==> config.mk <==
export PLATFORM = sky130hd
export DESIGN_NAME = cartesian_speed_limited_move
export DESIGN_NICKNAME = d
export VERILOG_FILES = /design/src/cslm_pkg.sv /design/src/cslm_datapath.sv /design/src/cslm_ctrl.sv /design/src/cartesian_speed_limited_move.sv
export VERILOG_INCLUDE_DIRS = /design/src /design/src/src
export SDC_FILE = /design/constraint.sdc
export NUM_CORES = 2
export LEC_CHECK = 0
export BUFFER_PORTS_ARGS = -buffer_cell sky130_fd_sc_hd__buf_2
export CAP_MARGIN = 30
export CELL_PAD_IN_SITES_DETAIL_PLACEMENT = 0
export CELL_PAD_IN_SITES_GLOBAL_PLACEMENT = 1
export CORE_AREA = 2 2 377 379
export DETAILED_ROUTE_END_ITERATION = 8
export DIE_AREA = 0 0 379 381
export GPL_TIMING_DRIVEN = 0
export PLACE_DENSITY_LB_ADDON = 0.1
export SLEW_MARGIN = 20
export SYNTH_ARGS = -nofsm -noshare
export SYNTH_HDL_FRONTEND = slang
export SYNTH_SLANG_ARGS = --single-unit
==> constraint.sdc <==
create_clock -name clk -period 14.1 [get_ports clk]
set_clock_uncertainty 0.2 [all_clocks]
set_input_delay 0.705 -clock clk [delete_from_list [all_inputs] [get_ports clk]]
set_output_delay 0.705 -clock clk [all_outputs]
set_load 0.05 [all_outputs]
==> src/assert_macros.svh <==
// assertion macros for the rtl files, used by cslm_ctrl
// no dependencies
`ifndef ASSERT_MACROS_SVH
`define ASSERT_MACROS_SVH
`ifndef NO_ASSERTIONS
`define CSLM_ASSERT(lbl, clk, rstn, prop) \
	lbl: assert property (@(posedge clk) disable iff (!rstn) prop) \
	else $error("assertion failed");
`define CSLM_NEVER(lbl, clk, rstn, expr) \
	lbl: assert property (@(posedge clk) disable iff (!rstn) !(expr)) \
	else $error("forbidden condition");
`else
`define CSLM_ASSERT(lbl, clk, rstn, prop)
`define CSLM_NEVER(lbl, clk, rstn, expr)
`endif
`endif

==> src/cslm_pkg.sv <==
// shared types and constants of the speed limited move block
// no dependencies
package cslm_pkg;

	localparam logic KIND_SET  = 1'b0;
	localparam logic KIND_TICK = 1'b1;

	localparam logic [15:0] STEP_RESET = 16'd210;
	localparam logic signed [31:0] Z_RESET = -32'sd19661;

	typedef struct packed {
		logic       load_goal;
		logic       delta;
		logic       sq_step;
		logic [1:0] sq_sel;
		logic       sqrt_init;
		logic       sqrt_step;
		logic       mul;
		logic       div_step;
		logic       update;
		logic       snap;
		logic       publish;
	} cmd_t;

	typedef struct packed {
		logic snap_ok;
	} status_t;

endpackage

==> src/cslm_datapath.sv <==
// datapath: position, target, squared distance, root and three dividers
// depends on cslm_pkg
module cslm_datapath #(
	parameter int COORD_BITS = 18
) (
	input  logic                         clk,
	input  logic                         arst_n,
	input  logic                         cfg_we,
	input  logic [15:0]                  cfg_data,
	input  logic signed [COORD_BITS-1:0] goal_x,
	input  logic signed [COORD_BITS-1:0] goal_y,
	input  logic signed [COORD_BITS-1:0] goal_z,
	input  cslm_pkg::cmd_t               cmd,
	output cslm_pkg::status_t            status,
	output logic signed [COORD_BITS-1:0] pos_x,
	output logic signed [COORD_BITS-1:0] pos_y,
	output logic signed [COORD_BITS-1:0] pos_z,
	output logic                         at_target
);
	localparam int C    = COORD_BITS;
	localparam int MW   = C + 1;
	localparam int SW   = 2 * C + 2;
	localparam int NW   = 2 * C + 4;
	localparam int RW   = C + 2;
	localparam int REMW = C + 4;
	localparam int PW   = C + 17;
	// compare width, wide enough for the squared distance and step squared
	localparam int LW   = (SW > 32) ? SW : 32;

	logic [15:0] step_q;
	logic signed [C-1:0] cur_q [3];
	logic signed [C-1:0] tgt_q [3];
	logic signed [C:0]   dlt_q [3];
	logic [SW-1:0]   sum_q;
	logic [NW-1:0]   rad_q;
	logic [RW-1:0]   root_q;
	logic [REMW-1:0] rem_q;
	logic [PW-1:0]   dv_q [3];
	logic [RW-1:0]   dr_q [3];

	logic [MW-1:0]   mag [3];
	logic [MW-1:0]   sel_mag;
	logic [SW-1:0]   sq;
	logic [31:0]     lim;
	logic [REMW-1:0] rem_nx;
	logic [REMW-1:0] trial;
	logic signed [C-1:0] goal [3];

	assign goal[0] = goal_x;
	assign goal[1] = goal_y;
	assign goal[2] = goal_z;

	always_comb begin
		for (int i = 0; i < 3; i++) begin
			mag[i] = dlt_q[i][C] ? MW'(-dlt_q[i]) : MW'(dlt_q[i]);
		end
		case (cmd.sq_sel)
			2'd0: sel_mag = mag[0];
			2'd1: sel_mag = mag[1];
			default: sel_mag = mag[2];
		endcase
		sq = SW'(sel_mag) * SW'(sel_mag);
		lim = 32'(step_q) * 32'(step_q);
		status.snap_ok = (LW'(sum_q) <= LW'(lim));
		rem_nx = {rem_q[REMW-3:0], rad_q[NW-1:NW-2]};
		trial = {root_q, 2'b01};
	end

	// step length register
	always_ff @(posedge clk or negedge arst_n) begin
		if (!arst_n) begin
			step_q <= cslm_pkg::STEP_RESET;
		end else if (cfg_we) begin
			step_q <= cfg_data;
		end
	end

	// position and target
	always_ff @(posedge clk or negedge arst_n) begin
		if (!arst_n) begin
			cur_q[0] <= '0;
			cur_q[1] <= '0;
			cur_q[2] <= cslm_pkg::Z_RESET[C-1:0];
			tgt_q[0] <= '0;
			tgt_q[1] <= '0;
			tgt_q[2] <= cslm_pkg::Z_RESET[C-1:0];
		end else begin
			for (int i = 0; i < 3; i++) begin
				if (cmd.load_goal) begin
					tgt_q[i] <= goal[i];
				end
				if (cmd.snap) begin
					cur_q[i] <= tgt_q[i];
				end else if (cmd.update) begin
					cur_q[i] <= dlt_q[i][C]
						? C'({cur_q[i][C-1], cur_q[i]} - (C+1)'(dv_q[i][MW-1:0]))
						: C'({cur_q[i][C-1], cur_q[i]} + (C+1)'(dv_q[i][MW-1:0]));
				end
			end
		end
	end

	// arithmetic working registers
	always_ff @(posedge clk) begin
		if (cmd.delta) begin
			for (int i = 0; i < 3; i++) begin
				dlt_q[i] <= {tgt_q[i][C-1], tgt_q[i]} - {cur_q[i][C-1], cur_q[i]};
			end
			sum_q <= '0;
		end
		if (cmd.sq_step) begin
			sum_q <= sum_q + sq;
		end
		if (cmd.sqrt_init) begin
			rad_q  <= NW'(sum_q);
			root_q <= '0;
			rem_q  <= '0;
		end
		// one root bit a cycle
		if (cmd.sqrt_step) begin
			rad_q <= {rad_q[NW-3:0], 2'b00};
			if (rem_nx >= trial) begin
				rem_q  <= rem_nx - trial;
				root_q <= {root_q[RW-2:0], 1'b1};
			end else begin
				rem_q  <= rem_nx;
				root_q <= {root_q[RW-2:0], 1'b0};
			end
		end
		for (int i = 0; i < 3; i++) begin
			if (cmd.mul) begin
				dv_q[i] <= PW'(mag[i]) * PW'(step_q);
				dr_q[i] <= '0;
			end
			// restoring divide, quotient shifts into dv
			if (cmd.div_step) begin
				if ({dr_q[i], dv_q[i][PW-1]} >= {1'b0, root_q}) begin
					dr_q[i] <= RW'({dr_q[i], dv_q[i][PW-1]} - {1'b0, root_q});
					dv_q[i] <= {dv_q[i][PW-2:0], 1'b1};
				end else begin
					dr_q[i] <= RW'({dr_q[i], dv_q[i][PW-1]});
					dv_q[i] <= {dv_q[i][PW-2:0], 1'b0};
				end
			end
		end
	end

	// result register
	always_ff @(posedge clk) begin
		if (cmd.publish) begin
			pos_x     <= cur_q[0];
			pos_y     <= cur_q[1];
			pos_z     <= cur_q[2];
			at_target <= (cur_q[0] == tgt_q[0]) && (cur_q[1] == tgt_q[1])
				&& (cur_q[2] == tgt_q[2]);
		end
	end

endmodule

==> src/cslm_ctrl.sv <==
// controller state machine sequencing one request at a time
// depends on cslm_pkg and assert_macros.svh
`include "assert_macros.svh"
module cslm_ctrl #(
	parameter int COORD_BITS = 18
) (
	input  logic              clk,
	input  logic              arst_n,
	input  logic              in_valid,
	output logic              in_ready,
	input  logic              kind,
	output logic              out_valid,
	input  logic              out_ready,
	input  cslm_pkg::status_t status,
	output cslm_pkg::cmd_t    cmd
);
	localparam int RW = COORD_BITS + 2;
	localparam int PW = COORD_BITS + 17;
	localparam int CW = $clog2(PW + 1);

	typedef enum logic [2:0] {
		S_IDLE, S_DELTA, S_SQ, S_CMP, S_SQRT, S_MUL, S_DIV, S_OUT
	} state_t;

	state_t      state_q;
	logic [CW-1:0] cnt_q;
	logic        out_valid_q;
	logic        in_fire;
	logic        can_pub;

	assign in_ready  = (state_q == S_IDLE);
	assign out_valid = out_valid_q;
	assign in_fire   = in_valid && in_ready;
	assign can_pub   = !out_valid_q || out_ready;

	always_comb begin
		cmd = '0;
		cmd.load_goal = in_fire && (kind == cslm_pkg::KIND_SET);
		cmd.sq_sel    = cnt_q[1:0];
		case (state_q)
			S_DELTA: cmd.delta = 1'b1;
			S_SQ:    cmd.sq_step = 1'b1;
			S_CMP: begin
				cmd.sqrt_init = 1'b1;
				cmd.snap      = status.snap_ok;
			end
			S_SQRT:  cmd.sqrt_step = 1'b1;
			S_MUL:   cmd.mul = 1'b1;
			S_DIV: begin
				cmd.div_step = 1'b1;
				cmd.update   = (cnt_q == CW'(PW));
			end
			S_OUT:   cmd.publish = can_pub;
			default: ;
		endcase
		// last divide cycle only updates, no extra step
		if (state_q == S_DIV && cnt_q == CW'(PW)) begin
			cmd.div_step = 1'b0;
		end
	end

	always_ff @(posedge clk or negedge arst_n) begin
		if (!arst_n) begin
			state_q     <= S_IDLE;
			cnt_q       <= '0;
			out_valid_q <= 1'b0;
		end else begin
			// in S_OUT the publish branch below decides the valid flag
			if (out_valid_q && out_ready && state_q != S_OUT) begin
				out_valid_q <= 1'b0;
			end
			case (state_q)
				S_IDLE: begin
					if (in_fire) begin
						state_q <= (kind == cslm_pkg::KIND_TICK) ? S_DELTA : S_OUT;
					end
				end
				S_DELTA: begin
					cnt_q   <= '0;
					state_q <= S_SQ;
				end
				S_SQ: begin
					cnt_q <= cnt_q + 1'b1;
					if (cnt_q == CW'(2)) begin
						state_q <= S_CMP;
					end
				end
				S_CMP: begin
					cnt_q   <= '0;
					state_q <= status.snap_ok ? S_OUT : S_SQRT;
				end
				S_SQRT: begin
					cnt_q <= cnt_q + 1'b1;
					if (cnt_q == CW'(RW - 1)) begin
						state_q <= S_MUL;
					end
				end
				S_MUL: begin
					cnt_q   <= '0;
					state_q <= S_DIV;
				end
				S_DIV: begin
					cnt_q <= cnt_q + 1'b1;
					if (cnt_q == CW'(PW)) begin
						state_q <= S_OUT;
					end
				end
				S_OUT: begin
					if (can_pub) begin
						out_valid_q <= 1'b1;
						state_q     <= S_IDLE;
					end
				end
				default: state_q <= S_IDLE;
			endcase
		end
	end

	`CSLM_ASSERT(a_busy_after_accept, clk, arst_n, in_fire |=> !in_ready)
	`CSLM_NEVER(a_publish_overwrites, clk, arst_n, cmd.publish && out_valid_q && !out_ready)
	`CSLM_ASSERT(a_div_count_bound, clk, arst_n, (state_q == S_DIV) |-> (cnt_q <= CW'(PW)))

endmodule

==> src/cartesian_speed_limited_move.sv <==
// top level of the constant speed point to point move
// depends on cslm_pkg, cslm_ctrl and cslm_datapath
//
// keeps a 3d position and a target; a set-target request replaces the target,
// a tick request moves the position toward it by at most step_length along the
// straight line, snapping onto the target when it is within reach. every request
// gives one result with the new position and an at-target flag. one request is
// in work at a time: a set-target goes from accept to the output state; a tick
// runs delta, squaring, compare, the one-bit-a-cycle square root, multiply and
// the one-bit-a-cycle dividers (three, one per axis, running together); a tick
// that snaps goes from compare to the output state. a finished result waits in
// the output register while the next request is taken. the user writes step_length
// only while idle, through the always ready cfg channel; the block does not check.
module cartesian_speed_limited_move #(
	parameter int COORD_BITS = 18
) (
	input  logic                         clk,
	input  logic                         arst_n,
	// configuration write
	input  logic                         cfg_valid,
	output logic                         cfg_ready,
	input  logic [15:0]                  cfg_data,
	// request channel
	input  logic                         in_valid,
	output logic                         in_ready,
	input  logic                         kind,
	input  logic signed [COORD_BITS-1:0] goal_x,
	input  logic signed [COORD_BITS-1:0] goal_y,
	input  logic signed [COORD_BITS-1:0] goal_z,
	// result channel
	output logic                         out_valid,
	input  logic                         out_ready,
	output logic signed [COORD_BITS-1:0] pos_x,
	output logic signed [COORD_BITS-1:0] pos_y,
	output logic signed [COORD_BITS-1:0] pos_z,
	output logic                         at_target
);
	cslm_pkg::cmd_t    cmd;
	cslm_pkg::status_t status;

	// register is always writable
	assign cfg_ready = 1'b1;

	cslm_ctrl #(
		.COORD_BITS(COORD_BITS)
	) u_ctrl (
		.clk       (clk),
		.arst_n    (arst_n),
		.in_valid  (in_valid),
		.in_ready  (in_ready),
		.kind      (kind),
		.out_valid (out_valid),
		.out_ready (out_ready),
		.status    (status),
		.cmd       (cmd)
	);

	cslm_datapath #(
		.COORD_BITS(COORD_BITS)
	) u_dp (
		.clk       (clk),
		.arst_n    (arst_n),
		.cfg_we    (cfg_valid && cfg_ready),
		.cfg_data  (cfg_data),
		.goal_x    (goal_x),
		.goal_y    (goal_y),
		.goal_z    (goal_z),
		.cmd       (cmd),
		.status    (status),
		.pos_x     (pos_x),
		.pos_y     (pos_y),
		.pos_z     (pos_z),
		.at_target (at_target)
	);

endmodule
# --- Word level (Yosys, flattened, before mapping) ---
# Memories as Yosys holds them, arrays and structs flattened.
# Index checks and enable logic that the tools add are counted.
classes:
  n_addsub: 18
  n_mul: 5
  magnitude_cmp: 5
  n_eq_ne: 20
  muxes: 78
  n_bitwise: 13
  n_reduce_logical: 18
ops:
  columns: ["operator", "count"]
  rows:
  - ["two-way mux 20 bit", 11]
  - ["two-way mux 35 bit", 6]
  - ["two-way mux 18 bit", 9]
  - ["multiplier 19 x 16 -> 35 bit", 3]
  - ["two-way mux 40 bit", 2]
  - ["subtractor 20 bit", 4]
  - ["two-way mux 38 bit", 2]
  - [">= comparator 21 x 20 -> 1 bit", 3]
  - ["two-way mux 19 bit", 3]
  - ["negator 19 bit", 3]
  - ["subtractor 18 x 18 -> 19 bit", 3]
  - ["adder 18 bit", 3]
  - ["== test 18 bit", 3]
  - ["subtractor 18 bit", 3]
  - ["adder 38 bit", 1]
  - ["less-or-equal comparator 38 x 32 -> 1 bit", 1]
  - ["multiplier 19 x 19 -> 38 bit", 1]
  - ["one-hot mux 19 bit (2 select lines)", 1]
  - ["two-way mux 1 bit", 34]
  - ["multiplier 16 x 16 -> 32 bit", 1]
  - ["one-hot mux 3 bit (8 select lines)", 1]
  - [">= comparator 22 bit", 1]
  - ["two-way mux 3 bit", 6]
  - ["== test 3 bit (second input constant)", 4]
  - ["22 further kinds", 48]
totals:
  ff_bits: 307
  ram_bits: 222
  in_bits: 76
  output_inout_bits: 58
  word_cells: 179
  mem_count: 3
memory_table:
  columns: ["name", "words", "width", "rd", "rd_ports_with_merged_regs", "wr", "line", "text"]
  rows:
  - ["u_dp.dv_q", 3, 35, 3, 0, 3, "cslm_datapath.sv:38", "logic [PW-1:0] dv_q [3];"]
  - ["u_dp.dr_q", 3, 20, 3, 0, 3, "cslm_datapath.sv:39", "logic [RW-1:0] dr_q [3];"]
  - ["u_dp.dlt_q", 3, 19, 3, 0, 3, "cslm_datapath.sv:33", "logic signed [C:0] dlt_q [3];"]

# --- Depth between registers and ports, before layout ---
depth:
  word_depth: 7
  depth_mapped: 40

# --- Modules after synthesis ---
# Synthesis repeated with hierarchy kept, for this count alone.
unflattened:
  hier_cells: 8490
  area_unflattened_um2: 78940.7
modules_own_cells:
  columns: ["module", "n_inst", "cells_per_inst", "area_per_inst_um2", "seq_area_each_um2"]
  rows:
  - ["cslm_datapath", 1, 8391, 78119.9, 14976.9]
  - ["cslm_ctrl", 1, 97, 809.5, 250.2]
  - ["cartesian_speed_limited_move", 1, 2, 11.3, 0.0]

# --- Least setup slack after synthesis ---
# No wires, ideal clock.
synth_path:
  kind: "register -> register"
  startpoint: "mem u_dp.dlt_q[0][19] in the netlist's numbering"
  endpoint: "reg u_dp.sum_q[36], data pin"
  setup_ns: 0.266
  arrival_ns: 8.857
  required_ns: 13.634
  setup_slack_ns: 4.777
  stages_incl_launch_ff: 39
  path_buffers: 4
  period_less_slack_ns: 9.323
  cell_sequence: "edfxtp_1 > clkbuf_1 > inv_2 > ha_1 > nand2_1 > or2_2 > or4_1 > or3_1 > o31ai_1 > xnor2_1 > a221o_1 > buf_2 > inv_2 > buf_2 > nor2_1 > fa_1 > fa_1 > inv_1 > (+3 left out) > fa_1 > fa_1 > inv_1 > fa_1 > inv_1 > ha_1 > clkbuf_1 > a21o_1 > a21o_1 > a21o_1 > a21o_1 > a21oi_1 > a31oi_1 > o41ai_1 > o21bai_1 > a21oi_1 > xor2_1 > nor2_1"
synth_lines:
  columns: ["element", "line", "text"]
  rows:
  - ["start, declared", "cslm_datapath.sv:33", null]
  - ["end signal, assigned", "cslm_datapath.sv:112", "sum_q <= sum_q + sq;"]
  - ["end, declared", "cslm_datapath.sv:34", "logic [SW-1:0] sum_q;"]

# --- Worst setup path after layout ---
layout_path:
  startpoint: "reg u_dp.step_q[3]"
  endpoint: "reg u_dp.cur_q[30] in the netlist's numbering"
layout_between:
  elab_chain_len: 4
  elab_cells_between_ends: 5
  classes_between: "mul (1); order compare (1); mux (2); reduce/logical (1)"
layout_lines:
  columns: ["element", "line", "text"]
  rows:
  - ["start, declared", "cslm_datapath.sv:30", "logic [15:0] step_q;"]
  - ["start signal, assigned", "cslm_datapath.sv:72", "step_q <= cslm_pkg::STEP_RESET;"]
  - ["start signal, assigned", "cslm_datapath.sv:74", "step_q <= cfg_data;"]
  - ["multiplier 16 x 16 -> 32 bit *", "cslm_datapath.sv:63", "lim = 32'(step_q) * 32'(step_q);"]
  - ["less-or-equal comparator 38 x 32 -> 1 bit *", "cslm_datapath.sv:64", "status.snap_ok = (LW'(sum_q) <= LW'(lim));"]
  - ["two-way mux 1 bit *", "cslm_ctrl.sv:40", "case (state_q)"]
  - ["two-way mux 18 bit / nonzero test 2 bit (equally long branches)", null, null]
  - ["end signal, assigned by index", "cslm_datapath.sv:93", "cur_q[i] <= tgt_q[i];"]
  - ["end signal, assigned by index", "cslm_datapath.sv:95", "cur_q[i] <= dlt_q[i][C]"]
  - ["end, declared", "cslm_datapath.sv:31", "logic signed [C-1:0] cur_q [3];"]
# Mark *: on every way between the ends. The rest lies on a longest branch, timed or not.
# A chain may end at the register's enable or synchronous reset.

==> qor.txt <==
Cell mode on critical path - fa_1
Maxcap violations - 0
Fmax achieved - 0.0794 GHz
Routability Congestion - 0.970
Post-CTS Setup Repair Bufs - 0
Outcome - complete, no violations
Pre-antenna DRT Iters - 5
Area leader, netlist - fa_1
Final Cell Area - 0.0848 sq mm
Initial Util - 0.557
Worst-margin pin slew - 1.12 ns
Avg WL per Cell - 22.5 um
Crit-path max FO - 10
Total track usage - 0.341
Crit path time final - 12.59 ns
PnR worst setup slack - 1.51 ns
Critical-path top delay cell - clkbuf_1
Layout area overhead - 8.35%
Top layer in use - met5
Final Setup Violations - 0
Detail Route met3 WL - 20.1 mm
Post-synthesis sequential area ratio - 0.195
Clk root buf - clkbuf_16
Yosys reg bits - 529
Post-synth net total - 10,456
RSZ-0062 raised after global routing - no
CTS clock-pin slew for the worst setup and hold paths - 0.06 ns
Die Area - 0.144 sq mm
Detail Route Antenna Nets - 0
Crit Path Class - register to register
Compound-Gate Fraction of Synth Area - 0.0943
Antenna violations before repair - 15
Drt initial violations - 4,652
Hold WC Path Type - input pin to register
Reg2reg path depth - 35
Post-detail-place hpwl - 198 mm
Final #Nets - 10,722
Resized cells post-CTS - 0
CP Launch Type - register
Hold Crit Endpoint - u_dp.tgt_q[15]
Syn Inst Count - 8,441
Ys Warns - 0
Max-slew violation count - 0
Largest net degree at the start of global routing - 86
Synth Flop Type - edfxtp_1
Total via count in the routed design - 60,038
Post-DR vias/cell - 5.63
CTS H-tree lvls - 3
Ys async rst share - 0.253
Dpl cell area - 0.0825 sq mm
Placement Rows - 138
Yosys top cell area share - 0.297
Setup TNS - 0 ns
Syn Area/Cell - 9.27 sq um
Adder-cell share of the synthesized area - 0.422
Worst hold path depth - 2
Number of synthesized flops with an enable pin - 393
Crit-path max cell delay - 0.80 ns
# DRC - 0
Die span in x - 379 um
Dpl cells - 10,517
Num Clock Sinks - 529
Max-slew headroom - 0.250
Final period util - 0.893
Commonest cells post-synth - inv_1 (1,603), fa_1 (1,163), nand2_1 (1,072)
WP data arrival - 12.98 ns
Post-synthesis mux area share - 0.0157
Hold Vio Cnt, Final - 0
Clk_lat worst skew - 0.69 ns
Drt total wl - 240 mm
Routed wl met2 - 109 mm
CP required - 14.49 ns
Vias in the first global route - 62,339
R2R Path End - u_dp.cur_q[30]
Hold_sp - goal_z[15]
Yosys cell types - 84
CTS Hold Buffers Added - 1
CORE AREA - 0.141 sq mm
WL met1 - 98.8 mm
Num ports - 134
Synth Cell Area - 0.0783 sq mm
Clock Tree Buf Depth - 3
DP Worst Slack - 1.49 ns
Filler cells - 12,505
Synth Area in XOR/XNOR - 0.0469
CTS tree - built
PortBufs - 131
Most frequent cell after synthesis - inv_1
Share of cells above drive strength 1 - 0.0587
Total grt overflow - 0
Die Span Y - 381 um
Synth Area in Simple Gates - 0.134
Largest family of logic cells by synthesized area - adder cells
Largest cells by area after synthesis - fa_1 (30%), edfxtp_1 (15%), ha_1 (12%), inv_1 (7.7%), nand2_1 (5.1%)
Reg2Reg Setup Slack - 1.51 ns
Reg-to-Reg Start - u_dp.step_q[3]
First-pass GRT wire length - 371 mm
Finished Layout Cells - 10,655
CTS buffer count - 68
Worst Setup End Kind - register
-- metal layers --
metal,global-route usage,vias to the layer above
met4,0.144,8
met2,0.535,2024
met1,0.455,30133
met3,0.0768,503
met5,0,-
li1,-,27370
-- final cells by class --
class / instances / area [sq um] / share of cell area
Antenna cell: 3 / 7.51 / 0.0000885
Clock inverter: 36 / 349 / 0.00412
Buffer: 329 / 1270 / 0.0149
Timing Repair Buffer: 196 / 1530 / 0.0180
Sequential cell: 529 / 15200 / 0.180
Multi-Input combinational cell: 5967 / 56100 / 0.662
Inverter: 1616 / 6070 / 0.0716
Clock buffer: 89 / 1860 / 0.0219
Tap cell: 1890 / 2360 / 0.0279
-- cell families after synthesis --
group / Yosys count
and+or+nand+nor: 2348
AOI/OAI and AO/OA: 1145
muxes: 115
xor gates and xnor gates: 419
other: 1
adders and majority gates: 1939
DFF: 529
buffers and inverters: 1945
-- worst max-delay path: cells and delay by family (launching register included) --
kind	cells	cell delay, ns
AND/OR/NAND/NOR	6	1.92
adder cells (fa/ha/maj)	8	3.79
flip-flops	1	0.31
buffers and inverters	7	2.83
AO/OA/AOI/OAI	13	3.25
XOR/XNOR	1	0.20
-- placed cells by master (no fill, tap or decap), types with 20 or more instances in the layout --
cell          n
buf_2       138
a31oi_1      35
nand2b_1     53
a22o_1       42
xnor2_2      41
nand3_1      64
mux2i_1      53
o21bai_1     46
clkbuf_2     20
a22oi_1      34
o21ai_0     257
o21a_1       39
nor2_1      581
and3_1       32
buf_6        32
edfxtp_1    393
xor2_1      140
ha_1        776
dfstp_2      26
dfrtp_1     108
nand4_1      41
clkbuf_1    308
inv_1      1602
nor2b_1      46
or2_2        21
a221o_1      32
a21oi_1     323
a211oi_1     25
nor3_1       74
xnor2_1     237
and2_1      287
nand2_1    1072
or3_1        20
mux2_2       62
a21o_1      134
o31ai_1      26
clkbuf_16    68
fa_1       1163
-- per-stage QoR --
step	hold slack [ns]	utilization
2_1_floorplan	0.209	-
3_3_place_gp	0.272	0.578
3_5_place_dp	0.273	0.587
4_1_cts	0.0144	0.603
5_1_grt	0.0422	0.603
6_report	0.0552	0.603
-- registers in the layout (all words and copies together) (netlist names), 6 cells and up --
register / cells
u_dp.dv_q: 105
u_dp.dr_q: 60
u_dp.dlt_q: 57
u_dp.cur_q: 54
u_dp.tgt_q: 54
u_dp.rad_q: 40
u_dp.sum_q: 38
u_dp.rem_q: 20
u_dp.root_q: 20
u_dp.pos_x: 18
u_dp.pos_y: 18
u_dp.pos_z: 18
u_dp.step_q: 16
u_ctrl.cnt_q: 6
-- worst max path at each step --
stage | endpoint | start | depth (start not counted)
floorplan | u_dp.sum_q[36] | u_dp.dlt_q[0][19] | 38
global placement | u_dp.dv_q[2][32] | u_ctrl.state_q[2] | 3
detailed placement | u_dp.cur_q[32] | u_dp.step_q[3] | 35
CTS | u_dp.cur_q[32] | u_dp.step_q[3] | 35
global route | u_dp.cur_q[30] | u_dp.step_q[3] | 36
finish | u_dp.cur_q[30] | u_dp.step_q[3] | 35
Power is left out: the tool's default activity adds up to more than one toggle a clock period on the data nets, which glitch-free logic cannot reach.
